`src/hw/rtl/kwmh_pkg.sv`:
```
// shared types, codes and defaults for the k-way merge min-heap
package kwmh_pkg;

  localparam int SRC_W           = 4;
  localparam int IO_VALUE_W      = 32;
  localparam int COUNT_W         = 5;
  localparam int DEF_CAPACITY    = 16;
  localparam int DEF_VALUE_WIDTH = 32;

  typedef enum logic [1:0] {
    KIND_INSERT  = 2'd0,
    KIND_REPLACE = 2'd1,
    KIND_REMOVE  = 2'd2,
    KIND_NONE    = 2'd3
  } kind_e;

  typedef enum logic [1:0] {
    STAT_OK    = 2'd0,
    STAT_FULL  = 2'd1,
    STAT_EMPTY = 2'd2
  } status_e;

  typedef enum logic [2:0] {
    S_IDLE,
    S_UP_RD,
    S_UP_CMP,
    S_DN_RD,
    S_DN_CMP,
    S_LAST_RD,
    S_LAST_LD,
    S_DONE
  } ctl_state_e;

  typedef struct packed {
    logic [1:0]                   kind;
    logic signed [IO_VALUE_W-1:0] value;
    logic [SRC_W-1:0]             source;
  } item_t;

  typedef struct packed {
    logic signed [IO_VALUE_W-1:0] top_value;
    logic [SRC_W-1:0]             top_source;
    logic [COUNT_W-1:0]           entry_count;
    logic                         is_empty;
    logic [1:0]                   status;
  } result_t;

  // controller to datapath
  typedef struct packed {
    logic    set_status;
    status_e status;
    logic    init_ins;
    logic    init_rep;
    logic    init_rem;
    logic    rd_last;
    logic    load_last;
    logic    rd_up;
    logic    rd_dn;
    logic    step_up;
    logic    step_dn;
    logic    finish;
  } cmd_t;

  // datapath to controller
  typedef struct packed {
    logic full;
    logic empty;
    logic one;
    logic up_move;
    logic dn_move;
  } stat_t;

endpackage

```
`src/hw/rtl/k_way_merge_min_heap.sv`:
```
// k-way merge engine: binary min-heap of (value, source) entries with a sequenced sift unit
// refused or unused-kind beats go straight to the strobe and leave the heap alone; each sift
//   level is a ram read, then a compare and write
// throughput: one beat at a time; busy is high from the cycle after start until the strobe,
//   and the next beat may be started in the strobe cycle; the receiver cannot stall results
// reset: rst_ni low clears the entry count and the strobe; heap storage is not cleared
module k_way_merge_min_heap import kwmh_pkg::*; #(
  parameter int CAPACITY    = DEF_CAPACITY,
  parameter int VALUE_WIDTH = DEF_VALUE_WIDTH
) (
  input  logic    clk_i,
  input  logic    rst_ni,
  // command side: a beat is taken when start is high and busy is low
  input  logic    start,
  input  item_t   item_i,
  output logic    busy,
  // result side: one beat per command, valid for a single cycle
  output logic    result_valid_o,
  output result_t result_o
);

  // controller and datapath talk only through these two bundles
  cmd_t  cmd;
  stat_t stat;

  // sequencer: decides the operation, walks the sift one level at a time, a read state then a compare state
  kwmh_ctrl u_ctrl (
    .clk_i   (clk_i),
    .rst_ni  (rst_ni),
    .start_i (start),
    .kind_i  (item_i.kind),
    .stat_i  (stat),
    .cmd_o   (cmd),
    .busy_o  (busy)
  );

  // datapath: heap ram, the entry being sifted, index math, root shadow, result register
  kwmh_dpath #(
    .CAPACITY    (CAPACITY),
    .VALUE_WIDTH (VALUE_WIDTH)
  ) u_dpath (
    .clk_i          (clk_i),
    .rst_ni         (rst_ni),
    .item_i         (item_i),
    .cmd_i          (cmd),
    .stat_o         (stat),
    .result_valid_o (result_valid_o),
    .result_o       (result_o)
  );

endmodule

```
`src/hw/rtl/kwmh_ram.sv`:
```
// generic single-write, dual-read ram with registered read data
module kwmh_ram #(
  parameter int WIDTH = 36,
  parameter int DEPTH = 16
) (
  input  logic                     clk_i,
  input  logic                     we_i,
  input  logic [$clog2(DEPTH)-1:0] waddr_i,
  input  logic [WIDTH-1:0]         wdata_i,
  input  logic [$clog2(DEPTH)-1:0] raddr_a_i,
  output logic [WIDTH-1:0]         rdata_a_o,
  input  logic [$clog2(DEPTH)-1:0] raddr_b_i,
  output logic [WIDTH-1:0]         rdata_b_o
);

  logic [WIDTH-1:0] mem_q [DEPTH];
  logic [WIDTH-1:0] rdata_a_q;
  logic [WIDTH-1:0] rdata_b_q;

  always_ff @(posedge clk_i) begin
    if (we_i) begin
      mem_q[waddr_i] <= wdata_i;
    end
    rdata_a_q <= mem_q[raddr_a_i];
    rdata_b_q <= mem_q[raddr_b_i];
  end

  assign rdata_a_o = rdata_a_q;
  assign rdata_b_o = rdata_b_q;

endmodule

```
`src/hw/rtl/kwmh_ctrl.sv`:
```
// sequencing state machine for insert, replace-top and remove-top
module kwmh_ctrl import kwmh_pkg::*; (
  input  logic       clk_i,
  input  logic       rst_ni,
  input  logic       start_i,
  input  logic [1:0] kind_i,
  input  stat_t      stat_i,
  output cmd_t       cmd_o,
  output logic       busy_o
);

  ctl_state_e state_q, state_d;
  kind_e      kind;

  assign kind = kind_e'(kind_i);

  always_ff @(posedge clk_i or negedge rst_ni) begin
    if (!rst_ni) begin
      state_q <= S_IDLE;
    end else begin
      state_q <= state_d;
    end
  end

  always_comb begin
    state_d = state_q;
    cmd_o   = '0;
    unique case (state_q)
      S_IDLE: begin
        if (start_i) begin
          cmd_o.set_status = 1'b1;
          cmd_o.status     = STAT_OK;
          state_d          = S_DONE;
          unique case (kind)
            KIND_INSERT: begin
              if (stat_i.full) begin
                cmd_o.status = STAT_FULL;
              end else begin
                cmd_o.init_ins = 1'b1;
                state_d        = S_UP_RD;
              end
            end
            KIND_REPLACE: begin
              if (stat_i.empty) begin
                cmd_o.status = STAT_EMPTY;
              end else begin
                cmd_o.init_rep = 1'b1;
                state_d        = S_DN_RD;
              end
            end
            KIND_REMOVE: begin
              if (stat_i.empty) begin
                cmd_o.status = STAT_EMPTY;
              end else begin
                cmd_o.init_rem = 1'b1;
                // last entry leaving: nothing to sift
                state_d = stat_i.one ? S_DONE : S_LAST_RD;
              end
            end
            KIND_NONE: begin
              state_d = S_DONE;
            end
            default: begin
              state_d = S_DONE;
            end
          endcase
        end
      end
      S_UP_RD: begin
        cmd_o.rd_up = 1'b1;
        state_d     = S_UP_CMP;
      end
      S_UP_CMP: begin
        cmd_o.step_up = 1'b1;
        state_d       = stat_i.up_move ? S_UP_RD : S_DONE;
      end
      S_DN_RD: begin
        cmd_o.rd_dn = 1'b1;
        state_d     = S_DN_CMP;
      end
      S_DN_CMP: begin
        cmd_o.step_dn = 1'b1;
        state_d       = stat_i.dn_move ? S_DN_RD : S_DONE;
      end
      S_LAST_RD: begin
        cmd_o.rd_last = 1'b1;
        state_d       = S_LAST_LD;
      end
      S_LAST_LD: begin
        cmd_o.load_last = 1'b1;
        cmd_o.rd_dn     = 1'b1;
        state_d         = S_DN_CMP;
      end
      S_DONE: begin
        cmd_o.finish = 1'b1;
        state_d      = S_IDLE;
      end
      default: begin
        state_d = S_IDLE;
      end
    endcase
  end

  assign busy_o = (state_q != S_IDLE);

endmodule

```
`src/hw/rtl/kwmh_dpath.sv`:
```
// heap storage, moving-entry register, index arithmetic and result register
module kwmh_dpath import kwmh_pkg::*; #(
  parameter int CAPACITY    = DEF_CAPACITY,
  parameter int VALUE_WIDTH = DEF_VALUE_WIDTH
) (
  input  logic    clk_i,
  input  logic    rst_ni,
  input  item_t   item_i,
  input  cmd_t    cmd_i,
  output stat_t   stat_o,
  output logic    result_valid_o,
  output result_t result_o
);

  localparam int EW    = VALUE_WIDTH + SRC_W;
  localparam int IW    = $clog2(CAPACITY);
  localparam int SW    = $clog2(CAPACITY + 1);
  localparam int CW    = SW + 1;
  localparam int EXT_W = (VALUE_WIDTH > IO_VALUE_W) ? VALUE_WIDTH : IO_VALUE_W;

  logic [EW-1:0] cur_q, cur_d;
  logic [EW-1:0] top_q, top_d;
  logic [IW-1:0] idx_q, idx_d;
  logic [SW-1:0] size_q, size_d;
  status_e       status_q, status_d;
  result_t       res_q, res_d;
  logic          res_valid_q;

  logic                          ram_we;
  logic [IW-1:0]                 raddr_a, raddr_b;
  logic [EW-1:0]                 rdata_a, rdata_b, wdata;
  logic signed [VALUE_WIDTH-1:0] in_val, cur_val, a_val, b_val, best_val, top_val;
  logic signed [EXT_W-1:0]       top_ext;
  logic [IW-1:0]                 parent, dn_idx;
  logic [CW-1:0]                 c1, c2, n_ext;
  logic                          c1_ok, c2_ok, less1, less2, up_move, dn_move;
  logic [EW-1:0]                 dn_entry;

  // input value zero-extended or truncated to the stored width
  assign in_val  = VALUE_WIDTH'($unsigned(item_i.value));
  assign cur_val = cur_q[EW-1:SRC_W];
  assign a_val   = rdata_a[EW-1:SRC_W];
  assign b_val   = rdata_b[EW-1:SRC_W];

  assign parent = (idx_q == '0) ? '0 : IW'((idx_q - 1'b1) >> 1);
  assign c1     = CW'({idx_q, 1'b1});
  assign c2     = CW'({idx_q, 1'b0}) + CW'(2);
  assign n_ext  = CW'(size_q);
  assign c1_ok  = (c1 < n_ext);
  assign c2_ok  = (c2 < n_ext);

  // sift-up: move only on strictly less than the parent
  assign up_move = (idx_q != '0) && (cur_val < a_val);

  // sift-down: left child first, right child must beat the better of the two
  assign less1    = c1_ok && (a_val < cur_val);
  assign best_val = less1 ? a_val : cur_val;
  assign less2    = c2_ok && (b_val < best_val);
  assign dn_move  = less1 || less2;
  assign dn_entry = less2 ? rdata_b : rdata_a;
  assign dn_idx   = less2 ? IW'(c2) : IW'(c1);

  always_comb begin
    priority if (cmd_i.rd_last) begin
      raddr_a = IW'(size_q);
    end else if (cmd_i.rd_up) begin
      raddr_a = parent;
    end else begin
      raddr_a = IW'(c1);
    end
  end
  assign raddr_b = IW'(c2);

  assign ram_we = cmd_i.step_up || cmd_i.step_dn;
  always_comb begin
    if (cmd_i.step_up) begin
      wdata = up_move ? rdata_a : cur_q;
    end else begin
      wdata = dn_move ? dn_entry : cur_q;
    end
  end

  kwmh_ram #(
    .WIDTH (EW),
    .DEPTH (CAPACITY)
  ) u_ram (
    .clk_i     (clk_i),
    .we_i      (ram_we),
    .waddr_i   (idx_q),
    .wdata_i   (wdata),
    .raddr_a_i (raddr_a),
    .rdata_a_o (rdata_a),
    .raddr_b_i (raddr_b),
    .rdata_b_o (rdata_b)
  );

  always_comb begin
    cur_d    = cur_q;
    idx_d    = idx_q;
    size_d   = size_q;
    top_d    = top_q;
    status_d = status_q;
    if (cmd_i.set_status) begin
      status_d = cmd_i.status;
    end
    if (cmd_i.init_ins) begin
      cur_d  = {in_val, item_i.source};
      idx_d  = IW'(size_q);
      size_d = size_q + 1'b1;
    end
    if (cmd_i.init_rep) begin
      // root keeps its own source tag
      cur_d = {in_val, top_q[SRC_W-1:0]};
      idx_d = '0;
    end
    if (cmd_i.init_rem) begin
      size_d = size_q - 1'b1;
      idx_d  = '0;
    end
    if (cmd_i.load_last) begin
      cur_d = rdata_a;
    end
    if (cmd_i.step_up && up_move) begin
      idx_d = parent;
    end
    if (cmd_i.step_dn && dn_move) begin
      idx_d = dn_idx;
    end
    // shadow copy of the root
    if (ram_we && (idx_q == '0)) begin
      top_d = wdata;
    end
  end

  assign top_val = top_q[EW-1:SRC_W];
  assign top_ext = EXT_W'(top_val);

  always_comb begin
    res_d             = res_q;
    if (cmd_i.finish) begin
      res_d.entry_count = COUNT_W'(size_q);
      res_d.is_empty    = (size_q == '0);
      res_d.status      = status_q;
      res_d.top_value   = (size_q == '0) ? '0 : top_ext[IO_VALUE_W-1:0];
      res_d.top_source  = (size_q == '0) ? '0 : top_q[SRC_W-1:0];
    end
  end

  always_ff @(posedge clk_i or negedge rst_ni) begin
    if (!rst_ni) begin
      size_q      <= '0;
      res_valid_q <= 1'b0;
    end else begin
      size_q      <= size_d;
      res_valid_q <= cmd_i.finish;
    end
  end

  always_ff @(posedge clk_i) begin
    cur_q    <= cur_d;
    idx_q    <= idx_d;
    top_q    <= top_d;
    status_q <= status_d;
    res_q    <= res_d;
  end

  assign stat_o.full    = (size_q == SW'(CAPACITY));
  assign stat_o.empty   = (size_q == '0);
  assign stat_o.one     = (size_q == SW'(1));
  assign stat_o.up_move = up_move;
  assign stat_o.dn_move = dn_move;

  assign result_valid_o = res_valid_q;
  assign result_o       = res_q;

endmodule

```
`config.mk`:
```
export PLATFORM = sky130hd
export DESIGN_NAME = k_way_merge_min_heap
export DESIGN_NICKNAME = d
export VERILOG_FILES = /design/src/hw/rtl/kwmh_pkg.sv /design/src/hw/rtl/k_way_merge_min_heap.sv /design/src/hw/rtl/kwmh_ram.sv /design/src/hw/rtl/kwmh_ctrl.sv /design/src/hw/rtl/kwmh_dpath.sv
export SDC_FILE = /design/constraint.sdc
export NUM_CORES = 1
export LEC_CHECK = 0
export BUFFER_PORTS_ARGS = -buffer_cell sky130_fd_sc_hd__buf_2
export CELL_PAD_IN_SITES_DETAIL_PLACEMENT = 0
export CELL_PAD_IN_SITES_GLOBAL_PLACEMENT = 2
export CORE_ASPECT_RATIO = 0.7
export CORE_UTILIZATION = 39
export DETAILED_ROUTE_END_ITERATION = 16
export PLACE_DENSITY = 0.81
export RECOVER_POWER = 100
export SLEW_MARGIN = 0
export SYNTH_ARGS = -nofsm -noshare
export SYNTH_HDL_FRONTEND = slang
export SYNTH_SLANG_ARGS = --single-unit
```
`constraint.sdc`:
```
create_clock -name clk_i -period 7.4 [get_ports clk_i]
set_input_delay 0.74 -clock clk_i [delete_from_list [all_inputs] [get_ports clk_i]]
set_output_delay 0.74 -clock clk_i [all_outputs]
set_load 0.05 [all_outputs]
```
==> impl_metrics.toml <==
[yosys]
yosys.area.top_type = "edfxtp_1"
synth_edf_count = 662
ys_warn_count = 0
synth_cells = 2563
async_reset_ff_share_pct = 1.21
netlist-cell-type-count = 62
ys_seq_area_share_pct = 63.3
syn-num-nets = 2688
synth_top_cell_area_share_pct = 58.4
synth_common_cells = "662 x edfxtp_1, 395 x nand2_1, 184 x a211oi_1"
synth_flop_cell = "edfxtp_1"
synth_area_sq_um = 34000
synth_area_leaders = "edfxtp_1 58%, mux4_2 4.8%, nand2_1 4.4%"
synth_most_common_cell = "edfxtp_1"
avgSynthCellArea_sq_um = 13.3
ys_ff_latch = 743

[cells_and_area]
syn2layout_area_growth_pct = 12.0
layout-drive-gt1-share_pct = 15.0
antenna_cells = 0
nets = 2746
post-route-util_pct = 44.2
stdcell_count = 3828

[timing]
fin_ws_ns = -0.0378
worst_hold_slack_ns = 0.416
period_needed_ns = 7.44
max_freq_mhz = 134
maxSlewViolCount = 1065
hold_violations = 0
worst_pin_slew_ns = 5.23
fin_crit_sh_pct = 101
relSlewSlack_pct = -249
finalSetupViolations = 21
skew_ns = 0.0219

[setup_path]
worstSetupPathType = "flip-flop to flip-flop"
path_max_fanout = 57
cp-start-kind = "flip-flop"
crit_required_ns = 7.63
endpoint_kind = "flip-flop"
cp.arrival_ns = 7.67

[run_status]
violations = "max-capacitance violations, max-slew violations, negative setup slack"
status = "finished with violations"

[global_route]
grt_max_degree = 177
overflow = 0
grt_pass1_vias = 21519
grt_util_all_layers_pct = 21.9
antenna_found_initial = 0
grt_first_pass_wirelength_microns = 145000

[floorplanning]
die_h_microns = 249
core_sq_um = 86300
start_util_pct = 39.4
pin_count = 87
std_cell_rows = 90
die_area_sq_um = 88400
fp.dieW_microns = 355

[clock_network]
clock_latency_ns = 0.63
cts_setup_buffers = 0
clock_path_buffers = 3
numCtsBuffers = 74
htree_levels = 3
clkTransAtPathRegs_ns = 0.07
cts_root_buf = "clkbuf_16"
cts_tree = "yes"
cts_sinks = 743

[min_path]
holdCritPathClass = "flip-flop to flip-flop"

[place]
hpwl_microns = 55800
portBuffers = 86
placed_cells = 3694
gp_congestion = 0.814

[flow_run]
cap_violations = 33

[drt]
wirelength_microns = 97500
routedWlPerCell_microns = 25.5
avgViaCountPerCell = 5.81
vias = 22234
first_pass_iters = 5
postRouteAntennaNets = 0
drtIter0Drc = 2481
drc = 0
worst paths after layout:
check,from,to,slack (ns),cells past startpoint
hold / removal,u_dpath.status_q[0],u_dpath.result_o[0],0.42,0
max in group asynchronous,rst_ni,u_dpath.size_q[2],6.34,2
setup / recovery,u_dpath.idx_q[0],u_dpath.u_ram.mem_q[5][20],-0.04,6
hold reg to reg,u_dpath.status_q[0],u_dpath.result_o[0],0.42,0
min in group asynchronous,rst_ni,u_dpath.result_valid_o,0.66,2
setup reg to reg,u_dpath.idx_q[0],u_dpath.u_ram.mem_q[5][20],-0.04,6
cell families after synthesis:
group / Yosys count / synth area share (%)
adders and majority gates: 84 / 3.09
and+or+nand+nor: 746 / 10.4
muxes: 191 / 8.55
AOI/OAI and AO/OA: 567 / 11.9
buffers and inverters: 227 / 2.66
xor gates and xnor gates: 5 / 0.129
DFF: 743 / 63.3
area by class of cell:
cell class / count / area [sq um]
well taps: 1150 / 1440
clock buffers: 95 / 1990
fillers: 7870 / 48100
clock inverters: 38 / 354
repair buffers: 162 / 891
inverters: 47 / 176
flip-flops and latches: 743 / 21500
multi-input cells: 1593 / 11700
repair_timing:
item	4_1_cts	5_1_grt
resized for setup	0	11
endpoints found under the hold margin	9	0
endpoints found under the setup margin	0	368
hold buffers	1	0
routing by layer:
metal / vias up / track usage [%] / share of wire [%]
met5: - / 0 / 0
met4: 0 / 5.92 / 2.4
li1: 9931 / - / -
met1: 11219 / 34.0 / 48
met2: 929 / 31.2 / 42
met3: 155 / 4.00 / 7.6
registers in the layout, indices dropped and copies added (netlist names):
signal / cells
u_dpath.status_q: 2
u_dpath.idx_q: 4
u_dpath.result_valid_o: 1
u_ctrl.state_q: 3
u_dpath.u_ram.mem_q: 576
u_dpath.result_o: 44
u_dpath.size_q: 5
u_dpath.u_ram.rdata_b_o: 36
u_dpath.u_ram.rdata_a_o: 36
u_dpath.cur_q: 36
placed cells by master, fill, tap and decap left out, drive strengths merged, types with 73 or more instances in the layout:
cell	n
and2	177
mux2	77
edfxtp	662
ha	84
a21oi	106
a311oi	73
nand2	395
a31oi	76
buf	82
a211oi	184
clkbuf	174
through the flow:
stage | instance area (sq um) | setup WS, ns | TNS, ns
4_1_cts | 38400 | 0.00464 | 0
5_1_grt | 38100 | -0.0405 | -1.15
2_1_floorplan | 34000 | 1.78 | 0
3_3_place_gp | 36000 | 0.232 | 0
3_5_place_dp | 36000 | 0.0425 | 0
6_report | 38100 | -0.0378 | -0.334
worst max-delay path, cell delays in order (launching register included):
cell and delay (ns):
edfxtp_1 0.36, buf_4 0.41, clkbuf_1 3.70, ha_1 0.59
nand2_1 0.21, nor2_1 0.83, clkbuf_4 0.91
Power is not shown: default switching activity piles up to over one toggle a cycle in this logic, so the estimate is an artifact.
